$ cat config.mk
export PLATFORM = sky130hd
export DESIGN_NAME = frb_front
export DESIGN_NICKNAME = d
export VERILOG_FILES = /design/src/hdl/framed_record_byte_ring_assert.svh /design/src/hdl/frb_pkg.sv /design/src/hdl/frb_front.sv
export SDC_FILE = /design/constraint.sdc
export NUM_CORES = 1
export LEC_CHECK = 0
export ABC_AREA = 1
export BUFFER_PORTS_ARGS = -buffer_cell sky130_fd_sc_hd__buf_2
export CORE_MARGIN = 1
export CORE_UTILIZATION = 50
export CTS_CLUSTER_SIZE = 24
export DETAILED_ROUTE_END_ITERATION = 7
export GPL_ROUTABILITY_DRIVEN = 1
export PLACE_DENSITY_LB_ADDON = 0.2
export SLEW_MARGIN = 15
export SYNTH_ARGS = -nofsm -noshare
export SYNTH_HDL_FRONTEND = slang
export SYNTH_SLANG_ARGS = --single-unit
$ cat constraint.sdc
create_clock -name i_clk -period 1.85 [get_ports i_clk]
set_clock_uncertainty 0.1 [all_clocks]
set_input_delay 0 -clock i_clk [delete_from_list [all_inputs] [get_ports i_clk]]
set_output_delay 0 -clock i_clk [all_outputs]
set_load 0.01 [all_outputs]
$ cat src/hdl/framed_record_byte_ring_assert.svh
// Assertion macros for the framed record byte ring.
// Included by the top level; relies on i_clk and i_rst_n in the including scope.
`ifndef FRAMED_RECORD_BYTE_RING_ASSERT_SVH
`define FRAMED_RECORD_BYTE_RING_ASSERT_SVH

// same-cycle implication, masked while reset is held
`define FRB_ASSERT_IMPLIES(lbl, ante, cons, msg) \
    lbl: assert property (@(posedge i_clk) disable iff (!i_rst_n) (ante) |-> (cons)) \
        else $error(msg);

// next-cycle implication, masked while reset is held
`define FRB_ASSERT_NEXT(lbl, ante, cons, msg) \
    lbl: assert property (@(posedge i_clk) disable iff (!i_rst_n) (ante) |=> (cons)) \
        else $error(msg);

`endif

$ cat src/hdl/frb_pkg.sv
// Shared types and codes for the framed record byte ring.
// No dependencies; used by the top level, the front end and the back end.
package frb_pkg;

    localparam int LEN_W  = 9;   // record length and offset width
    localparam int DROP_W = 32;  // drop counter width

    // action field codes
    localparam logic [1:0] ACT_PUSH  = 2'd0;
    localparam logic [1:0] ACT_POP   = 2'd1;
    localparam logic [1:0] ACT_CLEAR = 2'd2;

    // result status codes
    localparam logic [2:0] ST_OK      = 3'd0;
    localparam logic [2:0] ST_NONE    = 3'd1;
    localparam logic [2:0] ST_RESYNC  = 3'd2;
    localparam logic [2:0] ST_DROPPED = 3'd3;
    localparam logic [2:0] ST_IGNORED = 3'd4;

    // classified operation handed from front to back
    typedef enum logic [1:0] {
        OP_PUSH   = 2'd0,
        OP_POP    = 2'd1,
        OP_CLEAR  = 2'd2,
        OP_IGNORE = 2'd3
    } t_op;

    typedef struct packed {
        t_op        op;
        logic [7:0] data_byte;
        logic       last_byte;
    } t_cmd;

    typedef struct packed {
        logic [DROP_W-1:0] dropped_count;
        logic [2:0]        status;
        logic              read_last;
        logic              read_valid;
        logic [7:0]        read_byte;
    } t_result;

    typedef enum logic [2:0] {
        S_IDLE    = 3'b001,
        S_RD_LEN  = 3'b010,
        S_RD_BYTE = 3'b100
    } t_back_state;

endpackage

$ cat src/hdl/frb_front.sv
// Front end: accepts items, classifies the action and queues commands.
// Depends on frb_pkg.
module frb_front (
    input  logic         i_clk,
    input  logic         i_rst_n,
    input  logic         i_enable,
    input  logic         s_axis_tvalid,
    output logic         s_axis_tready,
    input  logic [7:0]   s_axis_tdata,
    input  logic         s_axis_tlast,
    input  logic [1:0]   s_axis_tuser,
    output logic         o_cmd_valid,
    input  logic         i_cmd_ready,
    output frb_pkg::t_cmd o_cmd
);

    localparam int Q_DEPTH = 2;
    localparam int QI_W    = $clog2(Q_DEPTH);

    frb_pkg::t_cmd  r_q [Q_DEPTH];
    logic [QI_W-1:0] r_wr_ptr, n_wr_ptr;
    logic [QI_W-1:0] r_rd_ptr, n_rd_ptr;
    logic [QI_W:0]   r_count,  n_count;
    frb_pkg::t_cmd  w_new;
    logic           w_push, w_pop;

    // classify: disabled pushes and the unused code become ignore
    always_comb begin
        w_new.data_byte = s_axis_tdata;
        w_new.last_byte = s_axis_tlast;
        unique case (s_axis_tuser)
            frb_pkg::ACT_PUSH:  w_new.op = i_enable ? frb_pkg::OP_PUSH : frb_pkg::OP_IGNORE;
            frb_pkg::ACT_POP:   w_new.op = frb_pkg::OP_POP;
            frb_pkg::ACT_CLEAR: w_new.op = frb_pkg::OP_CLEAR;
            default:            w_new.op = frb_pkg::OP_IGNORE;
        endcase
    end

    assign s_axis_tready = (r_count != (QI_W+1)'(Q_DEPTH));
    assign o_cmd_valid   = (r_count != '0);
    assign o_cmd         = r_q[r_rd_ptr];
    assign w_push        = s_axis_tvalid && s_axis_tready;
    assign w_pop         = o_cmd_valid && i_cmd_ready;

    always_comb begin
        n_wr_ptr = w_push ? r_wr_ptr + 1'b1 : r_wr_ptr;
        n_rd_ptr = w_pop  ? r_rd_ptr + 1'b1 : r_rd_ptr;
        n_count  = r_count + (QI_W+1)'(w_push) - (QI_W+1)'(w_pop);
    end

    always_ff @(posedge i_clk) begin
        if (!i_rst_n) begin
            r_wr_ptr <= '0;
            r_rd_ptr <= '0;
            r_count  <= '0;
        end else begin
            r_wr_ptr <= n_wr_ptr;
            r_rd_ptr <= n_rd_ptr;
            r_count  <= n_count;
        end
    end

    always_ff @(posedge i_clk) begin
        if (w_push) begin
            r_q[r_wr_ptr] <= w_new;
        end
    end

endmodule

==> results_dict.tcl <==
set metrics [dict create \
    slew_violations 0 \
    post_cts_resize_count 0 \
    via_count 714 \
    netlist_instances 72 \
    drive_gt1_share_pct 42.28 \
    met3_usage_pct 3.704 \
    die_x_um 48.20 \
    die-area_sq_mm 0.002323 \
    gp_congestion 0.7806 \
    drv_cap 0 \
    wl_per_cell_um 11.99 \
    cts_buffers 3 \
    cts_tree "done" \
    use_met1_pct 19.17 \
    tightest_slew_ns 0.5341 \
    grt_pass1_vias 656 \
    overflow 0 \
    finalSetupViolCount 0 \
    cp_data_arrival_time_ns 1.54 \
    synth_area_sq_mm 0.001067 \
    ys.flop_type "edfxtp_1" \
    finalSetupTns_ns 0 \
    top_usage_layer "met2" \
    synth_edf_count 22 \
    crit_fanout 11 \
    routed_wl_um 1799 \
    drtIter0Drc 9 \
    leakagePower_nw 0.5919 \
    timing.slew.headroom_pct 64.34 \
    yosysMostFrequentCell "edfxtp_1" \
    grt_pass1_wl_um 2615 \
    yosys_register_bits 27 \
    grt_max_degree 17 \
    h-tree-depth 1 \
    status "complete, no violations" \
    fmax_mhz 609.9 \
    fp.dieH_um 48.20 \
    final_antenna_net_count 0 \
    area_growth_pct 35.87 \
    layout.nets 141 \
    crit_type "flop to output port" \
    antenna_cells 0 \
    antenna_found_initial 0 \
    use_met2_pct 31.20 \
    syn_area_per_cell_sq_um 14.82 \
    fin_crit_ns 1.640 \
    rsz0062_at_grt "false" \
    cp.required_ns 1.75 \
    p_per_area_mw_per_mm2 1140 \
    ys_types 16 \
    remaining_drc_errors 0 \
    synth.top_cell.area_share_pct 61.90 \
    clkLatencyLatePin_ns 0.32 \
    finalHoldViolations 0 \
    synthArstFlopShare_pct 0 \
    drt_pass1_iterations 4 \
    clockRootBuffer "clkbuf_4" \
    startpoint_type "flop" \
    synthTopCellsByCount "edfxtp_1 (22), mux2_2 (11), nand2_1 (9)" \
    finalHoldWorstSlack_ns 0.2966 \
    vias_per_cell 4.760 \
    period_share_pct 88.63 \
    initial_core_util_pct 53.85 \
    yosysSeqAreaShare_pct 71.28 \
    port_buffers 28 \
    core-area_sq_mm 0.001982 \
    yosys.area.top_type "edfxtp_1" \
    synthTopCellsByArea "edfxtp_1 (62%), mux2_2 (12%), dfxtp_1 (9.4%)" \
    rows 16 \
    ios 29 \
    clk_pin_slew_ns 0.14 \
    dp_hpwl_um 1151 \
    yosysWarnings 0 \
    endpoint_kind "output port" \
    synth_fp_nets 89 \
    grtUsageTotal_pct 16.99 \
    ir_worst_vdd_v 0.0007279 \
    holdCritPathClass "primary input to flop" \
    clock-sinks 27 \
    clock_path_buffers 2 \
]
[sequential cells by signal, indices dropped and copies added (netlist names), named ones only]
| signal | count |
|---|---|
| r_q | 22 |
| r_count | 2 |
| r_rd_ptr | 1 |
| r_wr_ptr | 1 |
[where the power goes]
| part | internal, W | switching (W) | leakage [nW] |
|---|---|---|---|
| clock network | 0.0000825 | 0.000165 | 0.0139 |
| registers | 0.000777 | 0.0000733 | 0.246 |
| logic | 0.000274 | 0.000281 | 0.332 |
| total | 0.00113 | 0.000519 | 0.592 |
[cell usage in the layout (no fill, tap or decap), drive strengths merged]
| cell | instances |
|---|---|
| a21oi | 1 |
| buf | 32 |
| clkbuf | 3 |
| clkinvlp | 1 |
| dfxtp | 5 |
| dlygate4sd3 | 16 |
| edfxtp | 22 |
| ha | 1 |
| inv | 7 |
| mux2 | 11 |
| nand2 | 11 |
| nand3 | 1 |
| nor2 | 9 |
| o21bai | 2 |
| xnor2 | 1 |
[final cells by class]
type                    count  area, sq um
flip-flops and latches     27        760.7
fillers                   139        531.8
repair buffers             48        330.3
multi-input cells          37        269.0
well taps                  27        33.78
inverters                   7        26.28
clock buffers               3        22.52
clock inverters             1        7.507
[metal layers]
layer,part of all wire (%),vias to the layer above
met5,0,-
met4,0,0
met3,3.1,0
met2,58,17
met1,39,347
li1,-,350
[what timing repair did]
| item | 4_1_cts | 5_1_grt |
|---|---|---|
| hold buffers | 16 | 0 |
| buffers inserted | 0 | 0 |
| hold endpoints to repair | 27 | 0 |
[kinds of logic (layout without fill, tap and decap cells)]
group / after synthesis / in the layout / synth area share, %
flip-flops: 27 / 27 / 71.28
AND/OR/NAND/NOR: 21 / 21 / 9.379
multiplexers: 11 / 11 / 11.61
buffers and inverters: 8 / 59 / 3.517
AO/OA/AOI/OAI: 3 / 3 / 2.227
adder cells (fa/ha/maj): 1 / 1 / 1.172
XOR/XNOR: 1 / 1 / 0.8208
[critical path: stages, from the launching register on]
cell and delay (ns):
dfxtp_1 0.68, mux2_2 0.40, buf_2 0.14
[through the flow]
step                worst slack, ns  area, sq um  power, W  util [%]  std cells
floorplan                    0.2589         1067  0.001214         -         72
global placement             0.4055         1260  0.001373     63.57        130
detailed placement           0.3691         1260  0.001391     63.57        130
CTS                          0.1801         1450  0.001668     73.17        150
global route                 0.1268         1450  0.001762     73.17        150
finish                       0.2104         1450  0.001653     73.17        150
[final timing paths]
check	start	endpoint	slack (ns)	depth (start not counted)
worst max-delay path	flop	o_cmd[7]	0.21	2
worst min-delay path	s_axis_tlast	r_q[1][0]	0.30	2
worst max register to register	r_count[1]	r_count[1]	0.29	10
worst min register to register	r_rd_ptr	r_rd_ptr	0.42	2
(Power assumes the default switching activity.)
