**config.mk**
```make
export PLATFORM = sky130hd
export DESIGN_NAME = frb_back
export DESIGN_NICKNAME = d
export VERILOG_FILES = /design/src/hdl/framed_record_byte_ring_assert.svh /design/src/hdl/frb_pkg.sv /design/src/hdl/frb_back.sv
export SDC_FILE = /design/constraint.sdc
export NUM_CORES = 1
export LEC_CHECK = 0
export BUFFER_PORTS_ARGS = -buffer_cell sky130_fd_sc_hd__buf_2
export CORE_AREA = 2 2 186 151
export DETAILED_ROUTE_END_ITERATION = 8
export DIE_AREA = 0 0 188 153
export GPL_ROUTABILITY_DRIVEN = 0
export SKIP_LAST_GASP = 1
export SLEW_MARGIN = 20
export SYNTH_ARGS = -nofsm -noshare
export SYNTH_HDL_FRONTEND = slang
export SYNTH_SLANG_ARGS = --single-unit
export TNS_END_PERCENT = 1
```
**constraint.sdc**
```tcl
create_clock -name i_clk -period 5.6 [get_ports i_clk]
set_input_delay 0.56 -clock i_clk [delete_from_list [all_inputs] [get_ports i_clk]]
set_output_delay 0.56 -clock i_clk [all_outputs]
set_load 0.01 [all_outputs]
```
**src/hdl/framed_record_byte_ring_assert.svh**
```systemverilog
// Assertion macros for the framed record byte ring.
// Included by the top level; relies on i_clk and i_rst_n in the including scope.
`ifndef FRAMED_RECORD_BYTE_RING_ASSERT_SVH
`define FRAMED_RECORD_BYTE_RING_ASSERT_SVH

// same-cycle implication, masked while reset is held
`define FRB_ASSERT_IMPLIES(lbl, ante, cons, msg) \
    lbl: assert property (@(posedge i_clk) disable iff (!i_rst_n) (ante) |-> (cons)) \
        else $error(msg);

// next-cycle implication, masked while reset is held
`define FRB_ASSERT_NEXT(lbl, ante, cons, msg) \
    lbl: assert property (@(posedge i_clk) disable iff (!i_rst_n) (ante) |=> (cons)) \
        else $error(msg);

`endif

```
**src/hdl/frb_pkg.sv**
```systemverilog
// Shared types and codes for the framed record byte ring.
// No dependencies; used by the top level, the front end and the back end.
package frb_pkg;

    localparam int LEN_W  = 9;   // record length and offset width
    localparam int DROP_W = 32;  // drop counter width

    // action field codes
    localparam logic [1:0] ACT_PUSH  = 2'd0;
    localparam logic [1:0] ACT_POP   = 2'd1;
    localparam logic [1:0] ACT_CLEAR = 2'd2;

    // result status codes
    localparam logic [2:0] ST_OK      = 3'd0;
    localparam logic [2:0] ST_NONE    = 3'd1;
    localparam logic [2:0] ST_RESYNC  = 3'd2;
    localparam logic [2:0] ST_DROPPED = 3'd3;
    localparam logic [2:0] ST_IGNORED = 3'd4;

    // classified operation handed from front to back
    typedef enum logic [1:0] {
        OP_PUSH   = 2'd0,
        OP_POP    = 2'd1,
        OP_CLEAR  = 2'd2,
        OP_IGNORE = 2'd3
    } t_op;

    typedef struct packed {
        t_op        op;
        logic [7:0] data_byte;
        logic       last_byte;
    } t_cmd;

    typedef struct packed {
        logic [DROP_W-1:0] dropped_count;
        logic [2:0]        status;
        logic              read_last;
        logic              read_valid;
        logic [7:0]        read_byte;
    } t_result;

    typedef enum logic [2:0] {
        S_IDLE    = 3'b001,
        S_RD_LEN  = 3'b010,
        S_RD_BYTE = 3'b100
    } t_back_state;

endpackage

```
**src/hdl/frb_back.sv**
```systemverilog
// Back end: runs queued commands against the ring memory and registers results.
// Depends on frb_pkg; drives the ports of an frb_ram instance.
module frb_back #(
    parameter int RING_BYTES    = 4096,
    parameter int REC_MAX_BYTES = 264,
    parameter int REC_OVERHEAD  = 8
) (
    input  logic                          i_clk,
    input  logic                          i_rst_n,
    input  logic                          i_cmd_valid,
    output logic                          o_cmd_ready,
    input  frb_pkg::t_cmd                 i_cmd,
    output logic                          o_wr_en,
    output logic [$clog2(RING_BYTES)-1:0] o_wr_addr,
    output logic [7:0]                    o_wr_data,
    output logic                          o_rd_en,
    output logic [$clog2(RING_BYTES)-1:0] o_rd_addr,
    input  logic [7:0]                    i_rd_data,
    output logic                          o_res_valid,
    input  logic                          i_res_ready,
    output frb_pkg::t_result              o_res,
    output logic [$clog2(RING_BYTES):0]   o_used
);

    localparam int AW = $clog2(RING_BYTES);
    localparam int PW = AW + 1;
    localparam int LW = frb_pkg::LEN_W;
    localparam int DW = frb_pkg::DROP_W;
    localparam int CW = (PW > LW) ? PW + 1 : LW + 2;   // common compare width

    localparam logic [PW-1:0] RING_SZ = PW'(RING_BYTES);
    localparam logic [CW-1:0] MAX_C   = CW'(REC_MAX_BYTES);
    localparam logic [CW-1:0] OVH_C   = CW'(REC_OVERHEAD);
    localparam logic [LW-1:0] OVH_L   = LW'(REC_OVERHEAD);

    frb_pkg::t_back_state r_state, n_state;
    logic [PW-1:0] r_head, n_head, r_tail, n_tail;
    logic [LW-1:0] r_push_len, n_push_len;
    logic          r_push_ov, n_push_ov;
    logic [LW-1:0] r_pop_off, n_pop_off, r_pop_total, n_pop_total;
    logic [DW-1:0] r_drop, n_drop;
    logic          r_out_valid, n_out_valid;
    frb_pkg::t_result r_out, w_res;
    logic          w_emit;

    logic [PW-1:0] w_used, w_room;
    logic          w_out_free, w_take;
    logic [LW:0]   w_len_inc;
    logic          w_grow, w_store, w_over;
    logic [LW-1:0] w_len_n;
    logic [DW:0]   w_drop_sum;
    logic [DW-1:0] w_drop_sat;
    logic [PW-1:0] w_wr_ptr;
    logic [LW-1:0] w_total, w_off_inc;
    logic [PW-1:0] w_rd_ptr;

    assign w_used     = r_head - r_tail;
    assign w_room     = RING_SZ - w_used;
    assign w_out_free = !r_out_valid || i_res_ready;
    assign o_cmd_ready = (r_state == frb_pkg::S_IDLE) && w_out_free;
    assign w_take     = i_cmd_valid && o_cmd_ready;

    // push bookkeeping
    assign w_len_inc  = {1'b0, r_push_len} + 1'b1;
    assign w_grow     = !r_push_ov && (CW'(w_len_inc) <= MAX_C);
    assign w_len_n    = w_grow ? w_len_inc[LW-1:0] : r_push_len;
    assign w_store    = w_grow && (CW'(r_push_len) < CW'(w_room));
    assign w_over     = CW'(w_len_n) > CW'(w_room);
    assign w_drop_sum = {1'b0, r_drop} + (DW+1)'(w_len_n);
    assign w_drop_sat = w_drop_sum[DW] ? '1 : w_drop_sum[DW-1:0];
    assign w_wr_ptr   = r_head + PW'(r_push_len);

    // pop bookkeeping
    assign w_total    = OVH_L + LW'(i_rd_data);
    assign w_off_inc  = r_pop_off + 1'b1;

    assign o_wr_en   = w_take && (i_cmd.op == frb_pkg::OP_PUSH) && w_store;
    assign o_wr_addr = w_wr_ptr[AW-1:0];
    assign o_wr_data = i_cmd.data_byte;
    assign o_rd_addr = w_rd_ptr[AW-1:0];

    always_comb begin
        n_state     = r_state;
        n_head      = r_head;
        n_tail      = r_tail;
        n_push_len  = r_push_len;
        n_push_ov   = r_push_ov;
        n_pop_off   = r_pop_off;
        n_pop_total = r_pop_total;
        n_drop      = r_drop;
        o_rd_en     = 1'b0;
        w_rd_ptr    = r_tail + PW'(r_pop_off);
        w_emit      = 1'b0;
        w_res       = '0;

        unique case (r_state)
            frb_pkg::S_IDLE: begin
                if (w_take) begin
                    unique case (i_cmd.op)
                        frb_pkg::OP_PUSH: begin
                            w_emit = 1'b1;
                            if (!i_cmd.last_byte) begin
                                n_push_len   = w_len_n;
                                n_push_ov    = !w_grow;
                                w_res.status = w_grow ? frb_pkg::ST_OK : frb_pkg::ST_IGNORED;
                            end else begin
                                n_push_len = '0;
                                n_push_ov  = 1'b0;
                                priority if (!w_grow) begin
                                    w_res.status = frb_pkg::ST_IGNORED;
                                end else if (w_over) begin
                                    n_drop       = w_drop_sat;
                                    w_res.status = frb_pkg::ST_DROPPED;
                                end else begin
                                    n_head       = r_head + PW'(w_len_n);
                                    w_res.status = frb_pkg::ST_OK;
                                end
                            end
                        end
                        frb_pkg::OP_POP: begin
                            priority if (r_pop_total != '0) begin
                                o_rd_en = 1'b1;
                                n_state = frb_pkg::S_RD_BYTE;
                            end else if (CW'(w_used) < OVH_C) begin
                                w_emit       = 1'b1;
                                w_res.status = frb_pkg::ST_NONE;
                            end else begin
                                // fetch the length byte at offset 1
                                o_rd_en  = 1'b1;
                                w_rd_ptr = r_tail + 1'b1;
                                n_state  = frb_pkg::S_RD_LEN;
                            end
                        end
                        frb_pkg::OP_CLEAR: begin
                            w_emit              = 1'b1;
                            w_res.dropped_count = r_drop;
                            w_res.status        = frb_pkg::ST_OK;
                            n_drop              = '0;
                        end
                        default: begin
                            w_emit       = 1'b1;
                            w_res.status = frb_pkg::ST_IGNORED;
                        end
                    endcase
                end
            end
            frb_pkg::S_RD_LEN: begin
                priority if (CW'(w_total) > MAX_C) begin
                    if (w_out_free) begin
                        w_emit       = 1'b1;
                        w_res.status = frb_pkg::ST_RESYNC;
                        n_tail       = r_head;
                        n_state      = frb_pkg::S_IDLE;
                    end
                end else if (CW'(w_used) < CW'(w_total)) begin
                    if (w_out_free) begin
                        w_emit       = 1'b1;
                        w_res.status = frb_pkg::ST_NONE;
                        n_state      = frb_pkg::S_IDLE;
                    end
                end else begin
                    // record complete: open it and fetch its first byte
                    n_pop_total = w_total;
                    n_pop_off   = '0;
                    o_rd_en     = 1'b1;
                    w_rd_ptr    = r_tail;
                    n_state     = frb_pkg::S_RD_BYTE;
                end
            end
            frb_pkg::S_RD_BYTE: begin
                if (w_out_free) begin
                    w_emit           = 1'b1;
                    w_res.read_byte  = i_rd_data;
                    w_res.read_valid = 1'b1;
                    w_res.status     = frb_pkg::ST_OK;
                    n_state          = frb_pkg::S_IDLE;
                    if (w_off_inc >= r_pop_total) begin
                        w_res.read_last = 1'b1;
                        n_tail          = r_tail + PW'(r_pop_total);
                        n_pop_total     = '0;
                        n_pop_off       = '0;
                    end else begin
                        n_pop_off = w_off_inc;
                    end
                end
            end
            default: n_state = frb_pkg::S_IDLE;
        endcase

        n_out_valid = w_emit ? 1'b1 : (i_res_ready ? 1'b0 : r_out_valid);
    end

    always_ff @(posedge i_clk) begin
        if (!i_rst_n) begin
            r_state     <= frb_pkg::S_IDLE;
            r_head      <= '0;
            r_tail      <= '0;
            r_push_len  <= '0;
            r_push_ov   <= 1'b0;
            r_pop_off   <= '0;
            r_pop_total <= '0;
            r_drop      <= '0;
            r_out_valid <= 1'b0;
        end else begin
            r_state     <= n_state;
            r_head      <= n_head;
            r_tail      <= n_tail;
            r_push_len  <= n_push_len;
            r_push_ov   <= n_push_ov;
            r_pop_off   <= n_pop_off;
            r_pop_total <= n_pop_total;
            r_drop      <= n_drop;
            r_out_valid <= n_out_valid;
        end
    end

    always_ff @(posedge i_clk) begin
        if (w_emit) begin
            r_out <= w_res;
        end
    end

    assign o_res_valid = r_out_valid;
    assign o_res       = r_out;
    assign o_used      = w_used;

endmodule
```
==> metrics.yaml, run 1 <==
p_comb_frac: 0.108
dieHeight_um: 153
syn_area_um2: 10610
wire_per_inst_um: 17.62
async_reset_ff_frac: 0
portBuffers: 100
synth_seq_area_share: 0.2971
clock.fmax_ghz: 0.1910
pin_count: 117
place_inst: 1676
slowest_stage: "dfxtp_1"
worst_ep_arrival_time_ns: 4.68
hold_slack_ns: 0.4575
finalCritPeriodShare: 0.9349
h-tree-depth: 4
maxCapViolCount: 0
p_leak_nw: 5.523
diodes: 0
rows: 54
final_nets: 1461
seq_power_share: 0.431
slowest_delay_ns: 0.48
clock-sinks: 135
grt_first_pass_wirelength_um: 48180
synth_cell_types: 85
drt_iter0_drc: 830
p_sw_frac: 0.2743
switchingPower_mw: 0.6678
intPower_mw: 1.766
area_delta_synth_final_pct: 13.89
clock_path_buffers: 2
num_vias: 9522
path_clk_slew_ns: 0.06
core_um2: 26960
postRouteAntennaNets: 0
rsz0062_at_grt: "true"
finalMaxSlewViolations: 0
first_pass_iters: 5
synth_fp_nets: 1380
hold_viol: 0
path_cells: "inv_1 > ha_1 > o211a_1 > o31a_1 > o21ai_0 > and2_0 > ha_1 > a21o_1 > a2111oi_0 > nor2_1 > o31ai_2 > buf_4 > nand2_1 > o21ai_0 > buf_2"
maxSlewHeadroom: 0.3584
antenna_found_initial: 0
instances_no_fill: 1708
route.detailed.drc: 0
crit_fanout: 16
die_w_um: 188
critPathKind: "flop to primary output"
clock_skew_ns: 0.01309
cts_tree: "yes"
synth_edf_count: 45
grt_usage: 0.2095
grt_pass1_vias: 8728
fillers: 2634
dp_hpwl_um: 22980
synth.avg_cell_area_um2: 8.491
startpoint_type: "flop"
drive_above_1_share: 0.1391
routed_via_density: 5.575
reg2reg_setup_slack_ns: 0.48
period_needed_ns: 5.235
die_area_um2: 28760
yosysWarnings: 0
cp-end-kind: "primary output"
synth_seq_cells: 135
overflow: 0
hp-class: "input port to flop"
cts_setup_buffers: 0
syn_inst: 1250
ir_drop_mv: 0.1877
crit_required_ns: 5.04
cts_made_buffers: 17
wl_um: 30100
clkPwrFrac: 0.461
grt_max_degree: 44
tightest_slew_ns: 0.9474
start_util: 0.3937
cts_root_buf: "clkbuf_16"
worstSkewPairLatency_ns: 0.44
powerDensity_nw_per_um2: 201.4
synth_flop_cell: "dfxtp_1"
status: "completed"
setup_viol: 0
==> cell families after synthesis <==
group,synth area share
compound gates,0.2420
xor+xnor,0.05446
fa+ha+maj,0.1304
buf+inv,0.05034
flops,0.2971
mux,0.02193
simple gates,0.2038
==> flip-flops by register name, indices dropped and copies added, names as in the netlist <==
name	flops
r_push_len	9
r_pop_total	9
r_pop_off	9
o_res	45
r_drop	32
r_tail	13
o_res_valid	1
r_head	13
r_state	3
r_push_ov	1
==> repair_timing <==
item	CTS	global route
setup endpoints to repair	0	7
gates resized for setup	0	1
hold endpoints to repair	0	0
hold buffers	0	0
==> cells in the mapped netlist, drive strengths merged (5+ instances only) <==
| library cell | instances | share of area |
|---|---|---|
| a22oi | 17 | 0.013 |
| and4 | 5 | 0.0041 |
| and2 | 21 | 0.012 |
| clkbuf | 52 | 0.018 |
| nand3 | 32 | 0.016 |
| xnor2 | 39 | 0.032 |
| xor2 | 27 | 0.022 |
| inv | 65 | 0.023 |
| o211a | 15 | 0.014 |
| a31oi | 12 | 0.0071 |
| nand3b | 7 | 0.0050 |
| dfxtp | 90 | 0.17 |
| a21oi | 77 | 0.036 |
| a21boi | 14 | 0.010 |
| o21a | 17 | 0.012 |
| nand2b | 13 | 0.0077 |
| nand4 | 8 | 0.0047 |
| nor3 | 16 | 0.0075 |
| fa | 6 | 0.011 |
| nor2b | 42 | 0.025 |
| nor4 | 11 | 0.0065 |
| o31a | 5 | 0.0041 |
| or3 | 9 | 0.0058 |
| mux2i | 21 | 0.020 |
| nor2 | 65 | 0.024 |
| edfxtp | 45 | 0.13 |
| o211ai | 10 | 0.0071 |
| buf | 13 | 0.0090 |
| a211o | 6 | 0.0050 |
| o31ai | 8 | 0.0071 |
| o21ai | 88 | 0.041 |
| o21bai | 5 | 0.0035 |
| ha | 101 | 0.12 |
| o311ai | 5 | 0.0041 |
| a21o | 35 | 0.025 |
| nand2 | 114 | 0.041 |
| o22a | 5 | 0.0041 |
| a211oi | 14 | 0.011 |
| a221oi | 6 | 0.0061 |
| and3 | 61 | 0.036 |
==> power groups by stage <==
stage               Combinational (mW)  Clock [mW]  Sequential (mW)
floorplan                        0.157           0             1.09
global placement                 0.260           0             1.07
detailed placement               0.262           0             1.07
CTS                              0.263        1.14             1.05
global route                     0.288        1.18             1.05
finish                           0.263        1.12             1.05
==> final timing paths <==
check | start | endpoint | depth (start not counted)
setup / recovery | r_tail[2] | o_rd_addr[3] | 15
hold / removal | i_rd_data[1] | r_pop_total[1] | 3
setup reg to reg | r_push_len[0] | r_drop[22] | 20
hold reg to reg | r_drop[7] | r_drop[7] | 2
==> worst max-delay path, delay by kind of cell, from the launching register on <==
kind / cells / cell delay (ns)
simple gates: 3 / 0.73
flops: 1 / 0.48
compound gates: 7 / 1.77
buf+inv: 3 / 0.58
fa+ha+maj: 2 / 0.66
==> layer usage <==
layer  vias to the layer above  GRT usage  routed length [µm]
li1                       4743          -                   -
met1                      4426     0.3127               15170
met2                       316     0.3094               12480
met3                        37    0.03743                1878
met4                         0    0.05287                 563
met5                         -          0                   0
==> stage by stage <==
| step | setup slack, ns | power [mW] | area, µm² | utilization | TNS (ns) |
|---|---|---|---|---|---|
| 6_report | 0.3645 | 2.434 | 12090 | 0.4484 | 0 |
| 5_1_grt | -0.01854 | 2.520 | 12090 | 0.4484 | -0.03561 |
| 2_1_floorplan | 0.9304 | 1.243 | 10610 | - | 0 |
| 4_1_cts | 0.3840 | 2.451 | 12080 | 0.4483 | 0 |
| 3_3_place_gp | 0.5737 | 1.331 | 11500 | 0.4268 | 0 |
| 3_5_place_dp | 0.4326 | 1.333 | 11500 | 0.4268 | 0 |
==> cell type report <==
cell class	instances	area (µm²)	share of cell area
clock buffer	18	439.2	0.03633
clock inverter	14	140.1	0.01159
inverter	65	244.0	0.02018
tap	364	455.4	0.03768
timing repair buffer	127	715.7	0.05921
multi-input combinational	985	6940	0.5742
sequential	135	3153	0.2608
==> cell usage in the layout (no fill, tap or decap), types with 45 or more instances in the layout <==
cell / instances
o21ai_0: 86
nand2_1: 113
ha_1: 100
edfxtp_1: 45
inv_1: 65
and3_1: 61
a21oi_1: 77
dfxtp_1: 90
buf_2: 100
nor2_1: 64
(Power assumes the default switching activity.)
==> inputs of run 2 (changes only) <==
==> constraint.sdc (replaced) <==
create_clock -name i_clk -period 5.2 [get_ports i_clk]
set_input_delay 0.52 -clock i_clk [delete_from_list [all_inputs] [get_ports i_clk]]
set_output_delay 0.52 -clock i_clk [all_outputs]
set_load 0.01 [all_outputs]
==> run 2 against run 1 <==
Effect of this change:
- clock power up 13%
- hold slack worse by 0.053 ns
- count of clock-buffer cells in the layout unchanged
- non-clock buffer count up 20
- critical path depth up 1
- routed wire length up 3.1%
- global-route usage up 0.60 points
- clock skew down 0.0023 ns
- first-iteration DRC count up 19%
==> metrics.yaml, run 2 (same netlist as run 1, synthesis figures left out) <==
clkPwrFrac: 0.472
utilization: 0.4553
dieHeight_um: 153
layout_common_cells: "nand2_1 (113), ha_1 (101), buf_2 (100), dfxtp_1 (89), o21ai_0 (86)"
hp-class: "input port to flop"
place_ws_ns: 0.1567
largest_reg_flops: 45
timing.rr.end: "r_drop[28]"
powerDensity_nw_per_um2: 218.5
p_leak_nw: 5.634
first_pass_iters: 5
pin_count: 117
maxCapViolCount: 0
cts-resized-gates: 0
h-tree-depth: 4
setup.worst_path.end: "o_rd_addr[0]"
grt_max_degree: 49
p_comb_frac: 0.107
cpLargestDelayFamily: "compound AO/OA/AOI/OAI gates"
cp-end-kind: "primary output"
tightest_slew_ns: 0.9316
ir_drop_mv: 0.2188
maxSlewHeadroom: 0.3761
die_area_um2: 28760
routed_via_density: 5.633
status: "completed"
cts_made_buffers: 17
clock_path_buffers: 2
p_sw_frac: 0.2614
wl_um: 31030
period_needed_ns: 5.136
finalMaxSlewViolations: 0
path_depth: 16
num_vias: 9733
route.detailed.drc: 0
drive_above_1_share: 0.1525
rsz0062_at_grt: "true"
die_w_um: 188
rr_startpoint: "r_head[1]"
switchingPower_mw: 0.7011
cts_setup_buffers: 0
postRouteAntennaNets: 0
antenna_found_initial: 1
path_clk_slew_ns: 0.06
hold_viol: 0
dp_hpwl_um: 23760
final_nets: 1481
wire_per_inst_um: 17.96
startpoint_type: "flop"
cts_root_buf: "clkbuf_16"
clock.fmax_ghz: 0.1947
cp_common_cell: "a21oi_1"
cts_tree: "yes"
portBuffers: 100
core_um2: 26960
critPathKind: "flop to primary output"
seq_power_share: 0.421
clock_skew_ns: 0.01083
overflow: 0
crit_buf_inv: 4
crit_required_ns: 4.68
start_util: 0.3937
worstSkewPairLatency_ns: 0.44
setup_tns_ns: 0
area_delta_synth_final_pct: 15.64
path_cells: "inv_1 > fa_1 > nor2b_1 > o31ai_2 > a21oi_1 > nand2b_1 > inv_1 > ha_1 > o21ai_0 > nor2_1 > nor2_1 > a21boi_1 > buf_4 > a21oi_1 > a21oi_1 > buf_2"
grt_first_pass_wirelength_um: 49100
diodes: 0
drt_iter0_drc: 985
crit_fanout: 8
intPower_mw: 1.981
layout_setup_ws_ns: 0.06404
hold_buffers: 0
reg2reg_setup_slack_ns: 0.19
setup_viol: 0
r2r_cells: 19
whs_path_depth: 3
clock-sinks: 135
cp-startpoint: "r_head[1]"
slowest_delay_ns: 0.61
fillers: 2682
worst_ep_arrival_time_ns: 4.62
grt_usage: 0.2155
rows: 54
grt_pass1_vias: 8725
slowest_stage: "a21boi_1"
finalCritPeriodShare: 0.9877
final_common_cell: "nand2_1"
run 2: cell types whose count changed in the layout (fill, tap and decap cells not counted), moves of 2 or more:
cell,previous run,this run
inv_6,4,2
buf_4,26,46
bufinv_16,1,3
clkinv_4,5,3
clkinvlp_4,2,4
run 2: layer usage:
| metal | track usage | share of wire | vias to the layer above |
|---|---|---|---|
| met3 | 0.04133 | 0.055 | 33 |
| met2 | 0.3086 | 0.41 | 304 |
| met4 | 0.05399 | 0.015 | 2 |
| met5 | 0 | 0.00042 | - |
| met1 | 0.3281 | 0.52 | 4598 |
| li1 | - | - | 4796 |
run 2: metrics by stage:
step           cell area [µm²]  cells  power (mW)  hold slack (ns)
2_1_floorplan            10610   1250       1.338           0.4476
5_1_grt                  12270   1728       2.778           0.4148
3_5_place_dp             11650   1696       1.437           0.4678
4_1_cts                  12260   1728       2.707           0.3828
6_report                 12270   1728       2.682           0.4042
3_3_place_gp             11650   1696       1.436           0.4611
run 2: power by group through the flow:
stage / combinational [mW] / clock (mW) / sequential, mW
3_5_place_dp: 0.284 / 0 / 1.15
6_report: 0.288 / 1.26 / 1.13
5_1_grt: 0.316 / 1.33 / 1.13
2_1_floorplan: 0.169 / 0 / 1.17
4_1_cts: 0.287 / 1.29 / 1.13
3_3_place_gp: 0.283 / 0 / 1.15
run 2: area by class of cell:
type                       instances  area, µm²  area share
multi-input combinational        985       6952      0.5664
sequential                       135       3154      0.2570
timing repair buffer             147      865.8     0.07054
tap                              364      455.4     0.03710
clock buffer                      18      429.2     0.03496
inverter                          65      244.0     0.01988
clock inverter                    14      173.9     0.01417
run 2: how the worst min path moves through the flow:
stage                 start             end  slack [ns]
3_5_place_dp      r_drop[6]       r_drop[6]        0.47
5_1_grt        i_rd_data[1]  r_pop_total[1]        0.41
3_3_place_gp      r_drop[4]       r_drop[4]        0.46
4_1_cts        i_rd_data[1]  r_pop_total[1]        0.38
2_1_floorplan     r_drop[0]       r_drop[0]        0.45
6_report       i_rd_data[1]  r_pop_total[1]        0.40
run 2: tightest hold or removal path, delay by kind of cell:
kind / cells / cell delay [ns]
compound gates: 1 / 0.08
buf+inv: 1 / 0.10
simple gates: 1 / 0.10
